===== src/rtl/r2y420_pkg.sv =====
// Package for the RGB to YCbCr 4:2:0 subsampler.
// Holds beat types, fixed conversion constants and field widths; no dependencies.
package r2y420_pkg;

	localparam int CFG_W = 12;
	localparam int ROW_W = 11;
	localparam int SUM_W = 9;
	localparam int POS_W = 10;
	localparam int IMAGE_WIDTH_RESET = 640;
	localparam int MIN_WIDTH = 2;
	localparam int CHROMA_OFFSET = 128;

	// coefficients in units of 1/10000, rounded to nearest on conversion
	localparam longint Q_DEN = 10000;
	localparam longint Q_HALF = 5000;
	localparam longint K_Y_R = 2990;
	localparam longint K_Y_G = 5870;
	localparam longint K_Y_B = 1140;
	localparam longint K_CB_R = 1687;
	localparam longint K_CB_G = 3312;
	localparam longint K_CB_B = 5000;
	localparam longint K_CR_R = 5000;
	localparam longint K_CR_G = 4186;
	localparam longint K_CR_B = 813;

	typedef struct packed {
		logic [7:0] red;
		logic [7:0] green;
		logic [7:0] blue;
		logic       frame_start;
	} pixel_t;

	typedef struct packed {
		logic [7:0]       luma;
		logic             chroma_valid;
		logic [7:0]       cb_average;
		logic [7:0]       cr_average;
		logic [POS_W-1:0] chroma_x;
		logic [POS_W-1:0] chroma_y;
	} result_t;

endpackage


===== src/rtl/r2y420_csc.sv =====
// Two-stage colour space converter: products, then sums with truncation and saturation.
// Depends on r2y420_pkg for the coefficient constants.
module r2y420_csc #(
	parameter int FRAC_BITS = 14
) (
	input  logic       clk,
	input  logic       en1,
	input  logic       en2,
	input  logic [7:0] red,
	input  logic [7:0] green,
	input  logic [7:0] blue,
	output logic [7:0] luma_s2,
	output logic [7:0] cb_s2,
	output logic [7:0] cr_s2
);

	localparam int CW = FRAC_BITS;
	localparam int PW = FRAC_BITS + 8;
	localparam int AW = FRAC_BITS + 10;

	localparam logic [CW-1:0] C_YR =
		CW'(((r2y420_pkg::K_Y_R << FRAC_BITS) + r2y420_pkg::Q_HALF) / r2y420_pkg::Q_DEN);
	localparam logic [CW-1:0] C_YG =
		CW'(((r2y420_pkg::K_Y_G << FRAC_BITS) + r2y420_pkg::Q_HALF) / r2y420_pkg::Q_DEN);
	localparam logic [CW-1:0] C_YB =
		CW'(((r2y420_pkg::K_Y_B << FRAC_BITS) + r2y420_pkg::Q_HALF) / r2y420_pkg::Q_DEN);
	localparam logic [CW-1:0] C_BR =
		CW'(((r2y420_pkg::K_CB_R << FRAC_BITS) + r2y420_pkg::Q_HALF) / r2y420_pkg::Q_DEN);
	localparam logic [CW-1:0] C_BG =
		CW'(((r2y420_pkg::K_CB_G << FRAC_BITS) + r2y420_pkg::Q_HALF) / r2y420_pkg::Q_DEN);
	localparam logic [CW-1:0] C_BB =
		CW'(((r2y420_pkg::K_CB_B << FRAC_BITS) + r2y420_pkg::Q_HALF) / r2y420_pkg::Q_DEN);
	localparam logic [CW-1:0] C_RR =
		CW'(((r2y420_pkg::K_CR_R << FRAC_BITS) + r2y420_pkg::Q_HALF) / r2y420_pkg::Q_DEN);
	localparam logic [CW-1:0] C_RG =
		CW'(((r2y420_pkg::K_CR_G << FRAC_BITS) + r2y420_pkg::Q_HALF) / r2y420_pkg::Q_DEN);
	localparam logic [CW-1:0] C_RB =
		CW'(((r2y420_pkg::K_CR_B << FRAC_BITS) + r2y420_pkg::Q_HALF) / r2y420_pkg::Q_DEN);
	localparam logic [AW-1:0] OFS = AW'(longint'(r2y420_pkg::CHROMA_OFFSET) << FRAC_BITS);

	logic [PW-1:0] p_yr_s1, p_yg_s1, p_yb_s1;
	logic [PW-1:0] p_br_s1, p_bg_s1, p_bb_s1;
	logic [PW-1:0] p_rr_s1, p_rg_s1, p_rb_s1;
	logic [AW-1:0] acc_y, acc_cb, acc_cr;

	function automatic logic [7:0] sat8(input logic [AW-1:0] a);
		logic [7:0] v;
		if (a[AW-1]) begin
			v = 8'd0;
		end else if (|a[AW-2:FRAC_BITS+8]) begin
			v = 8'hFF;
		end else begin
			v = a[FRAC_BITS+7:FRAC_BITS];
		end
		return v;
	endfunction

	always_ff @(posedge clk) begin
		if (en1) begin
			p_yr_s1 <= PW'(red) * PW'(C_YR);
			p_yg_s1 <= PW'(green) * PW'(C_YG);
			p_yb_s1 <= PW'(blue) * PW'(C_YB);
			p_br_s1 <= PW'(red) * PW'(C_BR);
			p_bg_s1 <= PW'(green) * PW'(C_BG);
			p_bb_s1 <= PW'(blue) * PW'(C_BB);
			p_rr_s1 <= PW'(red) * PW'(C_RR);
			p_rg_s1 <= PW'(green) * PW'(C_RG);
			p_rb_s1 <= PW'(blue) * PW'(C_RB);
		end
	end

	always_comb begin
		acc_y  = AW'(p_yr_s1) + AW'(p_yg_s1) + AW'(p_yb_s1);
		acc_cb = OFS + AW'(p_bb_s1) - AW'(p_br_s1) - AW'(p_bg_s1);
		acc_cr = OFS + AW'(p_rr_s1) - AW'(p_rg_s1) - AW'(p_rb_s1);
	end

	always_ff @(posedge clk) begin
		if (en2) begin
			luma_s2 <= sat8(acc_y);
			cb_s2   <= sat8(acc_cb);
			cr_s2   <= sat8(acc_cr);
		end
	end

endmodule


===== config.mk =====
export PLATFORM = sky130hd
export DESIGN_NAME = r2y420_csc
export DESIGN_NICKNAME = d
export VERILOG_FILES = /design/src/rtl/r2y420_pkg.sv /design/src/rtl/r2y420_csc.sv
export SDC_FILE = /design/constraint.sdc
export NUM_CORES = 1
export LEC_CHECK = 0
export BUFFER_PORTS_ARGS = -buffer_cell sky130_fd_sc_hd__buf_4
export CAP_MARGIN = 20
export CORE_ASPECT_RATIO = 0.75
export CORE_MARGIN = 2
export CORE_UTILIZATION = 60
export DETAILED_ROUTE_END_ITERATION = 8
export GPL_TIMING_DRIVEN = 0
export HOLD_SLACK_MARGIN = 0.08
export PLACE_DENSITY_LB_ADDON = 0.08
export REMOVE_ABC_BUFFERS = 1
export SLEW_MARGIN = 5
export SYNTH_ARGS = -nofsm -noshare
export SYNTH_HDL_FRONTEND = slang
export SYNTH_SLANG_ARGS = --single-unit

===== constraint.sdc =====
create_clock -name clk -period 11.3 [get_ports clk]
set_clock_uncertainty 0.1 [all_clocks]
set_input_delay 2.26 -clock clk [delete_from_list [all_inputs] [get_ports clk]]
set_output_delay 2.26 -clock clk [all_outputs]
set_load 0.01 [all_outputs]

=== After elaboration in Yosys (flattened, before gate mapping) ===
Cells that the tools add are included.

* Register bits: 175
* Latch bits: 0
* RAM bits: 0
* Memory bits (read-only): 0
* Bits of input ports: 27
* Output and inout port bits: 24
* Logic and storage cells: 30
* Memories kept: 0

* Add/sub/neg operators: 8
* Multipliers: 7
* Divide/modulo/power cells: 0
* Order comparisons: 0
* Equality and inequality tests: 0
* Shifts and indexed selects: 0
* Muxes and demuxes: 3
* Bitwise logic cells: 0
* Reductions and logical operators: 0

{| class="wikitable"
|+ Operators with widths
! operator !! number
|-
| $add A22 B21 Y23 const A || 2
|-
| $mul A8 B12 Y20 const B || 2
|-
| $mul A8 B9 Y17 const B || 2
|-
| $add A23 B19 Y24 || 1
|-
| $mux W8 || 3
|-
| $sub A23 B20 Y24 || 1
|-
| $sub A23 B21 Y24 || 1
|-
| $sub A24 B19 Y24 || 1
|-
| $sub A24 B21 Y24 || 1
|-
| $add A21 B22 Y23 || 1
|-
| $mul A8 B14 Y22 const B || 1
|-
| $mul A8 B13 Y21 const B || 1
|-
| $mul A8 B10 Y18 const B || 1
|}

=== Logic depth before layout (Yosys ltp) ===
* Depth in word-level cells: 4
* Gate-level depth with buffers: 16
* Mapped depth without buffers: 16

=== Least setup slack after synthesis ===
OpenSTA, ideal clock, no wires.

* Kind: input to register
* From: in green[3]
* To: reg p_bg_s1[19] (data pin)
* Library setup time: 0.269 ns
* Arrival: 5.524 ns
* Required time: 10.931 ns
* Path slack: 5.407 ns
* Stages: 13
* Path through: ha_1 > ha_1 > inv_1 > fa_1 > inv_1 > fa_1 > ha_1 > o21a_1 > a2111oi_4 > o31ai_2 > a2111oi_4 > o31ai_1 > xor2_1

* Word-level cells in the longest chain between the ends: 1

{| class="wikitable"
|+ RTL lines
! what !! RTL line !! text
|-
| start: declaration || r2y420_csc.sv:10 || <nowiki>input logic [7:0] green,</nowiki>
|-
| $mul A8 B12 Y20 || r2y420_csc.sv:64 || <nowiki>p_bg_s1 <= PW'(green) * PW'(C_BG);</nowiki>
|-
| end signal: assignment || r2y420_csc.sv:64 ||
|-
| end: declaration || r2y420_csc.sv:42 || <nowiki>logic [PW-1:0] p_br_s1, p_bg_s1, p_bb_s1;</nowiki>
|}

Every way passes these cells.
A chain may end at the register's enable or synchronous reset.

=== Worst setup path after layout ===
* From: in green[4]
* To: reg p_rg_s1[20] (data pin)

* Word-level cells in the longest chain between the ends: 1

{| class="wikitable"
|+ RTL lines
! what !! RTL line !! text
|-
| $mul A8 B12 Y20 || r2y420_csc.sv:67 || <nowiki>p_rg_s1 <= PW'(green) * PW'(C_RG);</nowiki>
|-
| end signal: assignment || r2y420_csc.sv:67 ||
|-
| end: declaration || r2y420_csc.sv:43 || <nowiki>logic [PW-1:0] p_rr_s1, p_rg_s1, p_rb_s1;</nowiki>
|}

Every way passes these cells.

==> flow_metrics.env <==
export IMPL_row_count=53
export IMPL_holdCritPathClass="flop to flop"
export IMPL_final_common_cell="ha_1"
export IMPL_drt_iter0_markers=587
export IMPL_floorplan_die_area_um2=30400
export IMPL_grt_setup_unrepaired="no"
export IMPL_area_growth_syn_to_layout_pct=8.64
export IMPL_cts_clk_slew_worst_paths_ps=70
export IMPL_grt_antenna_before_repair=0
export IMPL_cp_slowest_cell="a311oi_1"
export IMPL_crit_reg2reg_capture="luma_s2[7]"
export IMPL_yosys_warnings=0
export IMPL_p_int_uw=2720
export IMPL_finalHoldViolCount=0
export IMPL_n_antenna_cell=0
export IMPL_ys_async_sr_fraction_pct=0
export IMPL_critical_path_class="input pin to flop"
export IMPL_clk_path_buf_depth=2
export IMPL_max_cap_violations=0
export IMPL_globalplace_congestion=0.885
export IMPL_power_net_switching_uw=2110
export IMPL_post_synth_mux_area_share_pct=0.173
export IMPL_floorplan_initialDensity_pct=61.6
export IMPL_worst_r2r_startpoint="p_rb_s1[2]"
export IMPL_postSynthCellCount=1591
export IMPL_fin_worst_hold_slack_ps=647
export IMPL_synth_xor_xnor_area_share_pct=4.78
export IMPL_path_delay_family="adder cells"
export IMPL_cts_hold_buffers_added=0
export IMPL_overall_global_routing_resource_usage_pct=25.3
export IMPL_sequentialPowerShare_pct=23.3
export IMPL_setup_violations=0
export IMPL_fin_setup_tns_ps=0
export IMPL_cp_common_cell="inv_1"
export IMPL_power_share_clock_pct=13.0
export IMPL_cts_tree="yes"
export IMPL_cp_cell_sequence="buf_4, ha_1, inv_1, fa_1, inv_1, fa_1, inv_1, fa_1, inv_1, ha_1, nor2_1, o211ai_1, a311oi_1, o21ai_0, a21oi_1, xnor2_1"
export IMPL_peak_freq_mhz=160
export IMPL_maxSlewHeadroom_pct=60.4
export IMPL_timing_final_max_slew_violations=0
export IMPL_postSynthRegisterBits=162
export IMPL_power_density_nw_per_um2=255
export IMPL_number_of_optimization_iterations_in_the_first_detailed_route_pass=5
export IMPL_final_period_utilization_pct=55.3
export IMPL_power_combinational_fraction_pct=63.7
export IMPL_total_standard_cell_area_after_synthesis_um2=17400
export IMPL_synth_cell_types=73
export IMPL_hpwlAfterDp_mm=29.6
export IMPL_timing_critical_path_slowest_cell_delay_ps=580
export IMPL_fin_total_pwr_uw=4830
export IMPL_syn_mean_instance_area_um2=10.9
export IMPL_postSynth_topFlopCell="edfxtp_1"
export IMPL_startpoint_type_of_the_worst_setup_path="input pin"
export IMPL_ctsHtreeMaxLevel=4
export IMPL_die_width_um=201
export IMPL_post_route_min_period_ps=6240
export IMPL_cts_setup_buffers=0
export IMPL_route_antenna_remaining_nets=0
export IMPL_worstSkewPairLatency_ps=450
export IMPL_synth_compound_gate_area_share_pct=11.0
export IMPL_worst_setup_ep_type="flop"
export IMPL_number_of_enable_type_register_cells_in_the_synthesized_netlist=162
export IMPL_viasPerCell=5.57
export IMPL_max_slew_worst_pin_slew_ps=590
export IMPL_worst_r2r_setup_slack_ps=7910
export IMPL_grt_first_pass_wirelength_mm=59.0
export IMPL_power_leakage_uw=0.00929
export IMPL_globalRouteOverflowTotal=0
export IMPL_detail_route_wirelength_mm=36.1
export IMPL_crit_path_max_fanout=11
export IMPL_hold_path_endpoint="cr_s2[7]"
export IMPL_wire_per_inst_um=17.5
export IMPL_layout_drive_gt1_share_pct=6.22
export IMPL_synth_adder_area_share_pct=42.6
export IMPL_cts_root_buffer_cell="clkbuf_16"
export IMPL_ios=51
export IMPL_portBuffers=50
export IMPL_power_share_switching_pct=43.6
export IMPL_vias=11500
export IMPL_core_area_um2=28200
export IMPL_status="finished, final reports clean"
export IMPL_drc=0
export IMPL_hold_path_depth=2
export IMPL_worst_path_buf_inv=5
export IMPL_postCtsResizedCells=0
export IMPL_tritoncts_num_buffers=17
export IMPL_nFillCells=2240
export IMPL_mostFrequentLayoutCells="375 x ha_1, 295 x inv_1, 162 x edfxtp_1"
export IMPL_worst_slack_ps=5060
export IMPL_synth_top_family_by_area="adder cells"
export IMPL_vdd_ir_drop_worst_v=0.000167
export IMPL_synth_seq_area_share_pct=28.0
export IMPL_critical_path_required_ps=11390
export IMPL_grt_pass1_vias=11600
export IMPL_holdCritStartpoint="p_rg_s1[20]"
export IMPL_post_synth_and_or_nand_nor_area_fraction_pct=7.08
export IMPL_cp_arrival_ps=6340
export IMPL_finalNetCount=2197
export IMPL_post_placement_setup_slack_ps=4700
export IMPL_clkSinkCount=162
export IMPL_maximum_number_of_pins_on_one_net_before_global_route_repair=102
export IMPL_dieHeight_um=151
export IMPL_worst_reg2reg_path_depth=9
power groups by stage:
stage | logic (uW) | registers (uW) | clock network, uW
after floorplan | 2290 | 1120 | 0
after global placement | 2990 | 1130 | 0
after detailed placement | 3040 | 1140 | 0
after CTS | 3070 | 1130 | 638
after global routing | 3490 | 1150 | 660
final | 3070 | 1130 | 627
metal layers:
| metal | share of wire (%) | track usage [%] | vias up |
|---|---|---|---|
| li1 | - | - | 5716 |
| met1 | 50 | 36.6 | 5510 |
| met2 | 44 | 40.6 | 203 |
| met4 | 1.9 | 6.37 | 0 |
| met5 | 0 | 0 | - |
| met3 | 4.0 | 3.40 | 36 |
cell usage after synthesis (9+ instances only):
cell type | instances | area share (%)
a21o_1 | 35 | 1.5
a21oi_1 | 77 | 2.2
a31oi_1 | 13 | 0.47
edfxtp_1 | 162 | 28
fa_1 | 136 | 16
ha_1 | 375 | 27
inv_1 | 295 | 6.4
nand2_1 | 46 | 0.99
nand2b_1 | 16 | 0.58
nand3_1 | 20 | 0.58
nand4_1 | 10 | 0.36
nor2_1 | 74 | 1.6
nor2b_1 | 13 | 0.47
nor3_1 | 27 | 0.78
o211ai_1 | 12 | 0.52
o21a_1 | 21 | 0.91
o21ai_0 | 37 | 1.1
o21bai_1 | 9 | 0.39
xnor2_1 | 63 | 3.2
xor2_1 | 32 | 1.6
worst min-delay path, cell delays in order (launching register included):
cell and delay (ps):
edfxtp_1 330, ha_1 170, o22ai_1 80
metrics by stage:
stage	util (%)	cell area, um2	std cells
floorplan	-	17400	1589
global placement	64.6	18200	2024
detailed placement	64.7	18300	2025
CTS	66.9	18900	2057
global route	66.9	18900	2057
finish	66.9	18900	2057
logic make-up after synthesis:
family,Yosys count
adder cells (fa/ha/maj),511
buffers and inverters,297
AO/OA/AOI/OAI,275
AND/OR/NAND/NOR,248
flip-flops,162
XOR/XNOR,95
multiplexers,3
state kept, by name (all words and copies together) (netlist names):
| name | count |
|---|---|
| cb_s2 | 8 |
| p_rb_s1 | 17 |
| p_yr_s1 | 17 |
| p_yb_s1 | 16 |
| cr_s2 | 8 |
| p_yg_s1 | 22 |
| p_bb_s1 | 6 |
| luma_s2 | 8 |
| p_br_s1 | 17 |
| p_bg_s1 | 17 |
| p_rr_s1 | 8 |
| p_rg_s1 | 18 |
worst max path at each step:
stage | from | end | cells past startpoint
finish | green[4] | p_rg_s1[20] | 16
detailed placement | green[4] | p_rg_s1[20] | 16
global placement | green[4] | p_rg_s1[20] | 16
floorplan | green[3] | p_bg_s1[19] | 13
CTS | green[4] | p_rg_s1[20] | 16
global route | green[4] | p_rg_s1[20] | 16
final cells by class:
type                       count  area [um2]  area share [%]
multi-input combinational   1132       11400            60.4
sequential                   162        4860            25.7
inverter                     295        1110            5.86
tap                          385         482            2.55
clock buffer                  18         429            2.27
timing repair buffer          51         407            2.15
clock inverter                14         194            1.03
Note: power is estimated with default switching activity, not from simulation.
